[src/hw/rtl/nirft_pkg.sv]
// Shared types and constants for the NEC infrared frame transmitter.
`timescale 1ns / 1ps

package nirft_pkg;

    localparam int unsigned TICK_W     = 16;
    localparam int unsigned CFG_ADDR_W = 3;
    localparam int unsigned WORD_W     = 32;
    localparam int unsigned BITS_W     = 6;
    localparam int unsigned IDX_W      = 5;

    // Reset values of the timing registers (phase length in ticks minus one).
    localparam logic [TICK_W-1:0] LEADER_MARK_RST  = 16'd1237;
    localparam logic [TICK_W-1:0] LEADER_SPACE_RST = 16'd656;
    localparam logic [TICK_W-1:0] BURST_RST        = 16'd74;
    localparam logic [TICK_W-1:0] ZERO_SPACE_RST   = 16'd82;
    localparam logic [TICK_W-1:0] ONE_SPACE_RST    = 16'd249;

    // A code with any of these bits set is sent at full width.
    localparam logic [WORD_W-1:0] UPPER_HALF_MASK = 32'hFFFF0000;

    // Register indexes on the configuration port.
    typedef enum logic [CFG_ADDR_W-1:0] {
        REG_LEADER_MARK  = 3'd0,
        REG_LEADER_SPACE = 3'd1,
        REG_BURST        = 3'd2,
        REG_ZERO_SPACE   = 3'd3,
        REG_ONE_SPACE    = 3'd4
    } cfg_idx_t;

    typedef struct packed {
        logic [TICK_W-1:0] leader_mark;
        logic [TICK_W-1:0] leader_space;
        logic [TICK_W-1:0] burst;
        logic [TICK_W-1:0] zero_space;
        logic [TICK_W-1:0] one_space;
    } cfg_t;

    typedef enum logic [4:0] {
        PH_IDLE       = 5'b00001,
        PH_LEAD_MARK  = 5'b00010,
        PH_LEAD_SPACE = 5'b00100,
        PH_BURST      = 5'b01000,
        PH_BIT_SPACE  = 5'b10000
    } phase_t;

    typedef struct packed {
        logic carrier_on;
        logic busy;
        logic frame_done;
    } result_t;

endpackage

[src/hw/rtl/nirft_cfg_regs.sv]
// Timing register file written through the configuration port.
`timescale 1ns / 1ps

module nirft_cfg_regs (
    input  logic                              clk,
    input  logic                              rst_n,
    input  logic                              cfg_wr_en,
    input  logic [nirft_pkg::CFG_ADDR_W-1:0]  cfg_addr,
    input  logic [nirft_pkg::TICK_W-1:0]      cfg_wdata,
    output nirft_pkg::cfg_t                   cfg
);
    import nirft_pkg::*;

    cfg_t cfg_reg;

    // Indexes beyond the register list are ignored.
    always_ff @(posedge clk or negedge rst_n)
    begin
        if (!rst_n)
        begin
            cfg_reg.leader_mark  <= LEADER_MARK_RST;
            cfg_reg.leader_space <= LEADER_SPACE_RST;
            cfg_reg.burst        <= BURST_RST;
            cfg_reg.zero_space   <= ZERO_SPACE_RST;
            cfg_reg.one_space    <= ONE_SPACE_RST;
        end
        else if (cfg_wr_en)
        begin
            case (cfg_addr)
                REG_LEADER_MARK:  cfg_reg.leader_mark  <= cfg_wdata;
                REG_LEADER_SPACE: cfg_reg.leader_space <= cfg_wdata;
                REG_BURST:        cfg_reg.burst        <= cfg_wdata;
                REG_ZERO_SPACE:   cfg_reg.zero_space   <= cfg_wdata;
                REG_ONE_SPACE:    cfg_reg.one_space    <= cfg_wdata;
                default:          cfg_reg              <= cfg_reg;
            endcase
        end
    end

    assign cfg = cfg_reg;

endmodule

[src/hw/rtl/nirft_frame_seq.sv]
// Frame sequencer: phase state, tick counter and bit shifter, one item per step.
`timescale 1ns / 1ps

module nirft_frame_seq #(
    parameter int unsigned CODE_WIDTH = 32
) (
    input  logic                          clk,
    input  logic                          rst_n,
    input  logic                          step_en,
    input  logic                          kind,
    input  logic [nirft_pkg::WORD_W-1:0]  code_word,
    input  nirft_pkg::cfg_t               cfg,
    output nirft_pkg::result_t            result
);
    import nirft_pkg::*;

    localparam int unsigned        LONG_SHIFT = WORD_W - CODE_WIDTH;
    localparam logic [WORD_W-1:0]  CODE_MASK  = WORD_W'((64'd1 << CODE_WIDTH) - 64'd1);
    localparam logic [IDX_W-1:0]   SHORT_LAST = IDX_W'(15);
    localparam logic [IDX_W-1:0]   LONG_LAST  = IDX_W'(CODE_WIDTH - 1);

    phase_t              phase_reg, phase_next;
    logic [TICK_W-1:0]   tick_reg, tick_next;
    logic [WORD_W-1:0]   shift_reg, shift_next;
    logic [BITS_W-1:0]   bits_reg, bits_next;
    logic [IDX_W-1:0]    last_reg, last_next;
    logic                cur_bit_reg, cur_bit_next;
    logic                final_reg, final_next;

    logic [TICK_W-1:0]   limit;
    logic [WORD_W-1:0]   code_masked;
    logic                code_long;
    logic [WORD_W-1:0]   load_word;
    logic [IDX_W-1:0]    load_last;
    logic [BITS_W-1:0]   bits_inc;

    // Code loading: a short code is the low half, aligned to the top of the shifter.
    assign code_masked = code_word & CODE_MASK;
    assign code_long   = |(code_masked & UPPER_HALF_MASK);
    assign load_word   = code_long ? (code_masked << LONG_SHIFT)
                                   : {code_masked[15:0], 16'h0000};
    assign load_last   = code_long ? LONG_LAST : SHORT_LAST;
    assign bits_inc    = bits_reg + 1'b1;

    // Length of the phase in force.
    always_comb
    begin
        case (phase_reg)
            PH_LEAD_MARK:  limit = cfg.leader_mark;
            PH_LEAD_SPACE: limit = cfg.leader_space;
            PH_BURST:      limit = cfg.burst;
            PH_BIT_SPACE:  limit = cur_bit_reg ? cfg.one_space : cfg.zero_space;
            default:       limit = '0;
        endcase
    end

    // Next state and result for the item at hand.
    always_comb
    begin
        phase_next   = phase_reg;
        tick_next    = tick_reg;
        shift_next   = shift_reg;
        bits_next    = bits_reg;
        last_next    = last_reg;
        cur_bit_next = cur_bit_reg;
        final_next   = final_reg;
        result       = '0;

        if (kind)
        begin
            // A start request is dropped while a frame is under way.
            if (phase_reg == PH_IDLE)
            begin
                shift_next   = load_word;
                last_next    = load_last;
                bits_next    = '0;
                cur_bit_next = 1'b0;
                final_next   = 1'b0;
                tick_next    = '0;
                phase_next   = PH_LEAD_MARK;
            end
            result.busy = 1'b1;
        end
        else if (phase_reg != PH_IDLE)
        begin
            result.busy       = 1'b1;
            result.carrier_on = phase_reg inside {PH_LEAD_MARK, PH_BURST};
            if (tick_reg < limit)
            begin
                tick_next = tick_reg + 1'b1;
            end
            else
            begin
                tick_next = '0;
                case (phase_reg)
                    PH_LEAD_MARK:
                    begin
                        phase_next = PH_LEAD_SPACE;
                    end
                    PH_LEAD_SPACE:
                    begin
                        bits_next  = '0;
                        final_next = 1'b0;
                        phase_next = PH_BURST;
                    end
                    PH_BURST:
                    begin
                        if (final_reg)
                        begin
                            phase_next        = PH_IDLE;
                            final_next        = 1'b0;
                            result.frame_done = 1'b1;
                        end
                        else
                        begin
                            cur_bit_next = shift_reg[WORD_W-1];
                            bits_next    = bits_inc;
                            if (bits_inc > BITS_W'(last_reg))
                            begin
                                final_next = 1'b1;
                            end
                            else
                            begin
                                shift_next = shift_reg << 1;
                            end
                            phase_next = PH_BIT_SPACE;
                        end
                    end
                    PH_BIT_SPACE:
                    begin
                        phase_next = PH_BURST;
                    end
                    default:
                    begin
                        phase_next = PH_IDLE;
                    end
                endcase
            end
        end
    end

    // State moves on only when the item leaves the input register.
    always_ff @(posedge clk or negedge rst_n)
    begin
        if (!rst_n)
        begin
            phase_reg   <= PH_IDLE;
            tick_reg    <= '0;
            shift_reg   <= '0;
            bits_reg    <= '0;
            last_reg    <= '0;
            cur_bit_reg <= 1'b0;
            final_reg   <= 1'b0;
        end
        else if (step_en)
        begin
            phase_reg   <= phase_next;
            tick_reg    <= tick_next;
            shift_reg   <= shift_next;
            bits_reg    <= bits_next;
            last_reg    <= last_next;
            cur_bit_reg <= cur_bit_next;
            final_reg   <= final_next;
        end
    end

endmodule

[src/hw/rtl/nec_ir_frame_transmitter.sv]
// Top level of the NEC infrared frame transmitter.
`timescale 1ns / 1ps

// The input channel (in_valid, in_stall, kind, code_word) carries one beat per
// item: a time tick (kind 0) or a request to send code_word (kind 1).
// The output channel (out_valid, out_stall, carrier_on, busy_res, frame_done)
// returns exactly one beat for every input beat, in order.
// The user must write timing registers through cfg_wr_en, cfg_addr and cfg_wdata
// only while no item is in flight; the block does not enforce this. Unknown indexes are ignored.
// Each accepted beat is captured in an input register, the frame state is
// updated in a single pass, and the result lands in an output register.
// The block takes one beat per cycle while the output is not stalled; the phase,
// tick counter and shifter are updated in that pass between those two registers.
// When the receiver stalls, the result holds and the input register keeps one
// beat, after which in_stall rises until the output is taken.
// Reset clears the valid flags of both registers, loads the default timing values
// and returns the sequencer to idle; the block accepts beats once reset is released.
module nec_ir_frame_transmitter #(
    parameter int unsigned CODE_WIDTH = 32
) (
    input  logic                              clk,
    input  logic                              rst_n,
    input  logic                              in_valid,
    output logic                              in_stall,
    input  logic                              kind,
    input  logic [nirft_pkg::WORD_W-1:0]      code_word,
    output logic                              out_valid,
    input  logic                              out_stall,
    output logic                              carrier_on,
    output logic                              busy_res,
    output logic                              frame_done,
    input  logic                              cfg_wr_en,
    input  logic [nirft_pkg::CFG_ADDR_W-1:0]  cfg_addr,
    input  logic [nirft_pkg::TICK_W-1:0]      cfg_wdata
);
    import nirft_pkg::*;

    cfg_t               cfg;
    result_t            seq_result;
    result_t            result_reg;
    logic               out_valid_reg;
    logic               in_valid_reg;
    logic               kind_reg;
    logic [WORD_W-1:0]  code_reg;
    logic               advance;
    logic               in_take;

    // The input register moves on whenever the output register is free or taken.
    assign advance  = !out_valid_reg || !out_stall;
    assign in_stall = in_valid_reg && !advance;
    assign in_take  = in_valid && !in_stall;

    nirft_cfg_regs u_cfg_regs (
        .clk       (clk),
        .rst_n     (rst_n),
        .cfg_wr_en (cfg_wr_en),
        .cfg_addr  (cfg_addr),
        .cfg_wdata (cfg_wdata),
        .cfg       (cfg)
    );

    nirft_frame_seq #(
        .CODE_WIDTH (CODE_WIDTH)
    ) u_frame_seq (
        .clk       (clk),
        .rst_n     (rst_n),
        .step_en   (in_valid_reg && advance),
        .kind      (kind_reg),
        .code_word (code_reg),
        .cfg       (cfg),
        .result    (seq_result)
    );

    // Input register control.
    always_ff @(posedge clk or negedge rst_n)
    begin
        if (!rst_n)
        begin
            in_valid_reg <= 1'b0;
        end
        else if (advance || !in_valid_reg)
        begin
            in_valid_reg <= in_take;
        end
    end

    // Input register payload.
    always_ff @(posedge clk)
    begin
        if (in_take)
        begin
            kind_reg <= kind;
            code_reg <= code_word;
        end
    end

    // Output register control.
    always_ff @(posedge clk or negedge rst_n)
    begin
        if (!rst_n)
        begin
            out_valid_reg <= 1'b0;
        end
        else if (advance)
        begin
            out_valid_reg <= in_valid_reg;
        end
    end

    // Output register payload.
    always_ff @(posedge clk)
    begin
        if (advance && in_valid_reg)
        begin
            result_reg <= seq_result;
        end
    end

    assign out_valid  = out_valid_reg;
    assign carrier_on = result_reg.carrier_on;
    assign busy_res   = result_reg.busy;
    assign frame_done = result_reg.frame_done;

endmodule

[config.mk]
export PLATFORM = sky130hd
export DESIGN_NAME = nec_ir_frame_transmitter
export DESIGN_NICKNAME = d
export VERILOG_FILES = /design/src/hw/rtl/nirft_pkg.sv /design/src/hw/rtl/nirft_cfg_regs.sv /design/src/hw/rtl/nirft_frame_seq.sv /design/src/hw/rtl/nec_ir_frame_transmitter.sv
export SDC_FILE = /design/constraint.sdc
export NUM_CORES = 1
export LEC_CHECK = 0
export ABC_AREA = 1
export BUFFER_PORTS_ARGS = -buffer_cell sky130_fd_sc_hd__buf_4
export CAP_MARGIN = 0
export CORE_MARGIN = 2
export CORE_UTILIZATION = 60
export CTS_CLUSTER_DIAMETER = 150
export DETAILED_ROUTE_END_ITERATION = 16
export PLACE_DENSITY = 0.79
export SLEW_MARGIN = 20
export SYNTH_ARGS = -nofsm -noshare
export SYNTH_HDL_FRONTEND = slang
export SYNTH_SLANG_ARGS = --single-unit
[constraint.sdc]
create_clock -name clk -period 4.4 [get_ports clk]
set_input_delay 0.66 -clock clk [delete_from_list [all_inputs] [get_ports clk]]
set_output_delay 0.66 -clock clk [all_outputs]
set_load 0.1 [all_outputs]
Word-level counts from Yosys, hierarchy flattened. Index checks and enable logic that the tools add are counted.

Bitwise logic cells: 2. Equal/unequal tests: 15. Reductions and logical operators: 31. Multiplexer cells: 43. $lt $le $gt $ge: 2. Add/sub/neg operators: 2.

Operators with widths (number): 2-to-1 mux 32 bit (8); 2-to-1 mux 16 bit (5); one-hot mux 16 bit (4 select lines) (1); 2-to-1 mux 5 bit (6); 2-to-1 mux 6 bit (5); adder 16 x 1 -> 16 bit (second input constant) (1); < comparator 16 bit (1); OR reduction 16 bit (1); one-hot mux 5 bit (3 select lines) (1); 2-to-1 mux 1 bit (14); one-hot mux 6 bit (2 select lines) (1); AND reduction 6 bit (2); AND reduction 2 bit (5); AND reduction 7 bit (1); adder 6 x 1 -> 6 bit (second input constant) (1); equality test 3 x 2 -> 1 bit (second input constant) (2); > comparator 6 x 5 -> 1 bit (1); inequality test 2 bit (second input constant) (3); AND reduction 3 bit (2); nonzero test 2 bit (3); equality test 5 x 1 -> 1 bit (second input constant) (1); equality test 5 x 2 -> 1 bit (second input constant) (1); equality test 5 x 3 -> 1 bit (second input constant) (1); equality test 5 x 4 -> 1 bit (second input constant) (1); other kinds (18) (27).

Word-level logic and storage cells: 114. Register bits: 184. Output and inout bits: 5.

Logic depth before layout (Yosys ltp).
Depth after elaboration: 8. Depth in mapped cells: 21.

Hierarchy. A second synthesis with hierarchy kept.

Cells, all modules: 1070. Area, all modules: 9062.4 sq um.

Modules (own cells, without submodules): nirft_frame_seq (instances 1, area an instance 4615.7 sq um, cells an instance 666); nirft_cfg_regs (instances 1, area an instance 3270.6 sq um, cells an instance 356); nec_ir_frame_transmitter (instances 1, area an instance 1176.1 sq um, cells an instance 48).

Worst setup path before layout. OpenSTA, ideal clock, no wires.

Path type: reg2reg. Start point: register out_valid_reg (netlist: out_valid). End point: register code_reg[0], enable pin. Path buffers: 0. Path slack: 0.949 ns. Stages on the path, launching flop included: 6. Library setup time: 0.405 ns. Data arrival time: 3.045 ns. Clock period less this slack: 3.451 ns. Cells stage by stage: dfrtp_1 nand2_2 nor2_1 inv_1 nand2_1 inv_1.

Word-level cells in the longest chain between the ends: 6.

Ends and longest elaborated chain: start: declaration (RTL line nec_ir_frame_transmitter.sv:41) `logic out_valid_reg;`; start signal: assignment (RTL line nec_ir_frame_transmitter.sv:106) `out_valid_reg <= in_valid_reg;`; logical NOT 1 bit (RTL line nec_ir_frame_transmitter.sv:49) `assign advance = !out_valid_reg || !out_stall;`; logical OR 1 bit (RTL line nec_ir_frame_transmitter.sv:49); logical NOT 1 bit (RTL line nec_ir_frame_transmitter.sv:50) `assign in_stall = in_valid_reg && !advance;`; logical AND 1 bit (RTL line nec_ir_frame_transmitter.sv:50); via in_stall (RTL line nec_ir_frame_transmitter.sv:24) `output logic in_stall,`; logical NOT 1 bit (RTL line nec_ir_frame_transmitter.sv:51) `assign in_take = in_valid && !in_stall;`; logical AND 1 bit (RTL line nec_ir_frame_transmitter.sv:51); via in_take (RTL line nec_ir_frame_transmitter.sv:46) `logic in_take;`; end signal: assignment (RTL line nec_ir_frame_transmitter.sv:93) `code_reg <= code_word;`; end: declaration (RTL line nec_ir_frame_transmitter.sv:44) `logic [WORD_W-1:0] code_reg;`.

The timed path passes the listed nets, and every way through them passes these cells. A chain may end at the register's enable or synchronous reset.

Final worst setup path.
Start point: register u_frame_seq.phase_reg[0]. End point: register u_frame_seq.phase_reg[3].

Word-level cells in the longest chain between the ends: 6. Elaborated cells on any way between the ends: 17.

Ends and longest elaborated chain: start: declaration (RTL line nirft_frame_seq.sv:22) `phase_t phase_reg, phase_next;`; start signal: assignment (RTL line nirft_frame_seq.sv:157) `phase_reg <= phase_next;`; branches (longest 6 deep; another with < comparator 16 bit).

Several ways; the timed one is not identified. The select of a mux whose other input is x is not followed.

==> flow_summary.yaml <==
outcome:
  status: "complete, no violations"
grt:
  grt_max_degree: 89
  antenna_found_initial: 0
  grt_pass1_wl_mm: 30.7
  overflow: 0
  grt_usage_pct: 26.2
  grt_pass1_vias: 6488
floorplanning:
  die_w_um: 123
  core_area_mm2: 0.0139
  ios: 62
  die-area_mm2: 0.0152
  start_util_pct: 61.6
  die_y_um: 123
  fp-row-count: 43
final_layout:
  layout_commonest_cell: "nand2_1"
  largest_register_ffs: 80
  fin_cells: 1240
  final_cell_mix: "338 x nand2_1, 123 x dfrtp_1, 120 x o21ai_0"
  area_growth_pct: 14.7
  final_util_pct: 70.6
  n_antenna_cell: 0
  fill_cells: 1076
  nNetsFinal: 1130
  layout-drive-gt1-share_pct: 15.1
clock_tree:
  ctsResizeCount: 0
  htreeDepth: 4
  ctsRootBufferMaster: "clkbuf_16"
  clock_latency_ps: 440
  clk_pin_slew_worst_paths_ps: 70
  cts_tree: "done"
  cts_sinks: 181
  cts_made_buffers: 17
  cts.path.max_buffers: 2
  cts_hold_buf: 0
  cts_setup_buffers: 0
logic_synthesis:
  synthArstFlopShare_pct: 80.1
  synth_area_mm2: 0.00855
  syn_inst: 989
  yosysSeqAreaShare_pct: 55.4
  synth_enable_flop_cells: 36
  synthDistinctLibCells: 37
  synth_nets: 1072
  ys.warnings.count: 0
  syn-mean-instance-area_um2: 8.65
  ys_ff_latch: 181
  synth_ff_type: "dfrtp_1"
critical_path:
  r2r_end: "u_frame_seq.phase_reg[3]$_DFFE_PN0P_"
  crit_family: "simple AND/OR/NAND/NOR gates"
  path_buf_inv: 4
  slowest_delay_ps: 570
  path_class: "reg2reg"
  endpoint_kind: "flip-flop"
  crit_arrival_ps: 3830
  r2r_setup_slack_ps: 870
  r2r-start: "u_frame_seq.phase_reg[0]$_DFFE_PN1P_"
  worst_path_max_delay_cell: "dfstp_2"
  start_kind: "flip-flop"
  crit_chain: "nor2_1 > nand3_1 > clkinv_1 > buf_4 > a211oi_1 > ha_1 > nand2_1 > or2_2 > a21oi_1 > a2111oi_0 > buf_4 > nand3_2 > nand2_2 > inv_2 > nand3_1 > o21ai_0"
  cp_max_fo: 15
  crit_required_ps: 4700
  reg2reg_depth: 16
placed_design:
  dpl.hpwl_mm: 12.1
  io_buffers: 61
  placedCellCount: 1208
  place_congestion: 0.842
timing:
  drv_slew: 0
  whs_ps: 267
  timing.final.hold_violations: 0
  tns_ps: 0
  worstMarginPinSlew_ps: 799
  max_clock_freq_mhz: 283
  setup_viol: 0
  rsz0062_at_grt: "no"
  layout_worst_path_cycle_share_pct: 80.3
  min_period_ps: 3530
  relSlewSlack_pct: 46.8
  final.setup_skew_ps: 14.5
route:
  drtIter0Drc: 551
  ant_nets: 0
  vias: 6779
  dr.pass1.iters: 5
  wl_per_cell_um: 14.8
  viasPerCell: 5.47
  drc: 0
  wl_mm: 18.4
min_path:
  hold_path_class: "in2async"
job:
  maxCapViolCount: 0
power:
  total_leakage_power_nw: 4.73
  p_per_area_mw_per_mm2: 509
  peakVddDrop_v: 0.000355
==> worst max path at each step <==
stage,from,to,slack [ps],cells past startpoint
after global placement,u_frame_seq.phase_reg[0]$_DFFE_PN1P_,u_frame_seq.phase_reg[2]$_DFFE_PN0P_,1080,15
after CTS,u_frame_seq.phase_reg[0]$_DFFE_PN1P_,u_frame_seq.phase_reg[3]$_DFFE_PN0P_,890,16
after detailed placement,u_frame_seq.phase_reg[0]$_DFFE_PN1P_,u_frame_seq.phase_reg[3]$_DFFE_PN0P_,920,16
after floorplan,out_valid$_DFFE_PN0P_,code_reg[0]$_DFFE_PP_,950,5
after global routing,u_frame_seq.phase_reg[0]$_DFFE_PN1P_,u_frame_seq.phase_reg[3]$_DFFE_PN0P_,520,16
final,u_frame_seq.phase_reg[0]$_DFFE_PN1P_,u_frame_seq.phase_reg[3]$_DFFE_PN0P_,870,16
==> where the power goes <==
| group | internal [mW] | total, mW | switching (mW) |
|---|---|---|---|
| registers | 2.05 | 2.23 | 0.181 |
| logic | 0.441 | 1.29 | 0.847 |
| clock network | 0.793 | 1.47 | 0.681 |
| total | 3.29 | 4.99 | 1.71 |
==> synth_stat cells (3+ instances only) <==
library cell	instances	area, um2
nand4_1	13	81.3
dfstp_2	22	578
nand2_2	4	25.0
buf_2	8	40.0
nor3_1	6	30.0
nand2_1	338	1270
xor2_1	9	78.8
clkbuf_1	28	105
edfxtp_1	36	1080
inv_1	80	300
ha_1	26	325
dfrtp_1	123	3080
a31oi_1	13	81.3
o21ai_0	120	601
nor2_2	4	25.0
inv_2	7	26.3
nand3_1	30	150
nor2_1	50	188
a211oi_1	16	120
clkinv_1	3	11.3
buf_1	3	11.3
a21oi_1	30	150
==> routing by layer <==
metal	vias to the layer above	global-route usage (%)	routed length, um
li1	3340	-	-
met1	3214	37.4	8550
met2	208	40.3	8480
met3	17	6.46	1150
met4	0	6.96	190
met5	-	0	0
==> metrics by stage <==
| step | power, mW | instance area, um2 | setup slack (ps) |
|---|---|---|---|
| 6_report | 4.99 | 9810 | 868 |
| 5_1_grt | 5.29 | 9810 | 516 |
| 4_1_cts | 5.01 | 9790 | 887 |
| 3_5_place_dp | 3.54 | 9220 | 919 |
| 3_3_place_gp | 3.48 | 9220 | 1080 |
| 2_1_floorplan | 3.11 | 8550 | 949 |
==> layout make-up <==
cell class                      instances  area [um2]  share of cell area, %
Clock buffer                           17         425                   4.34
Inverter                               90         338                   3.45
Multi-Input combinational cell        678        3330                   33.9
Sequential cell                       181        4740                   48.3
Tap cell                              180         225                   2.30
Timing Repair Buffer                   79         609                   6.21
Clock inverter                         15         143                   1.45
==> logic make-up (layout without fill, tap and decap cells) <==
kind of cell / Yosys count / count (layout) / share of synthesized area [%]
buffers and inverters: 130 / 201 / 5.87
xor gates and xnor gates: 10 / 10 / 1.02
adders and majority gates: 26 / 26 / 3.80
and+or+nand+nor: 458 / 458 / 22.3
AOI/OAI and AO/OA: 184 / 184 / 11.6
DFF: 181 / 181 / 55.4
(Power assumes the default switching activity.)
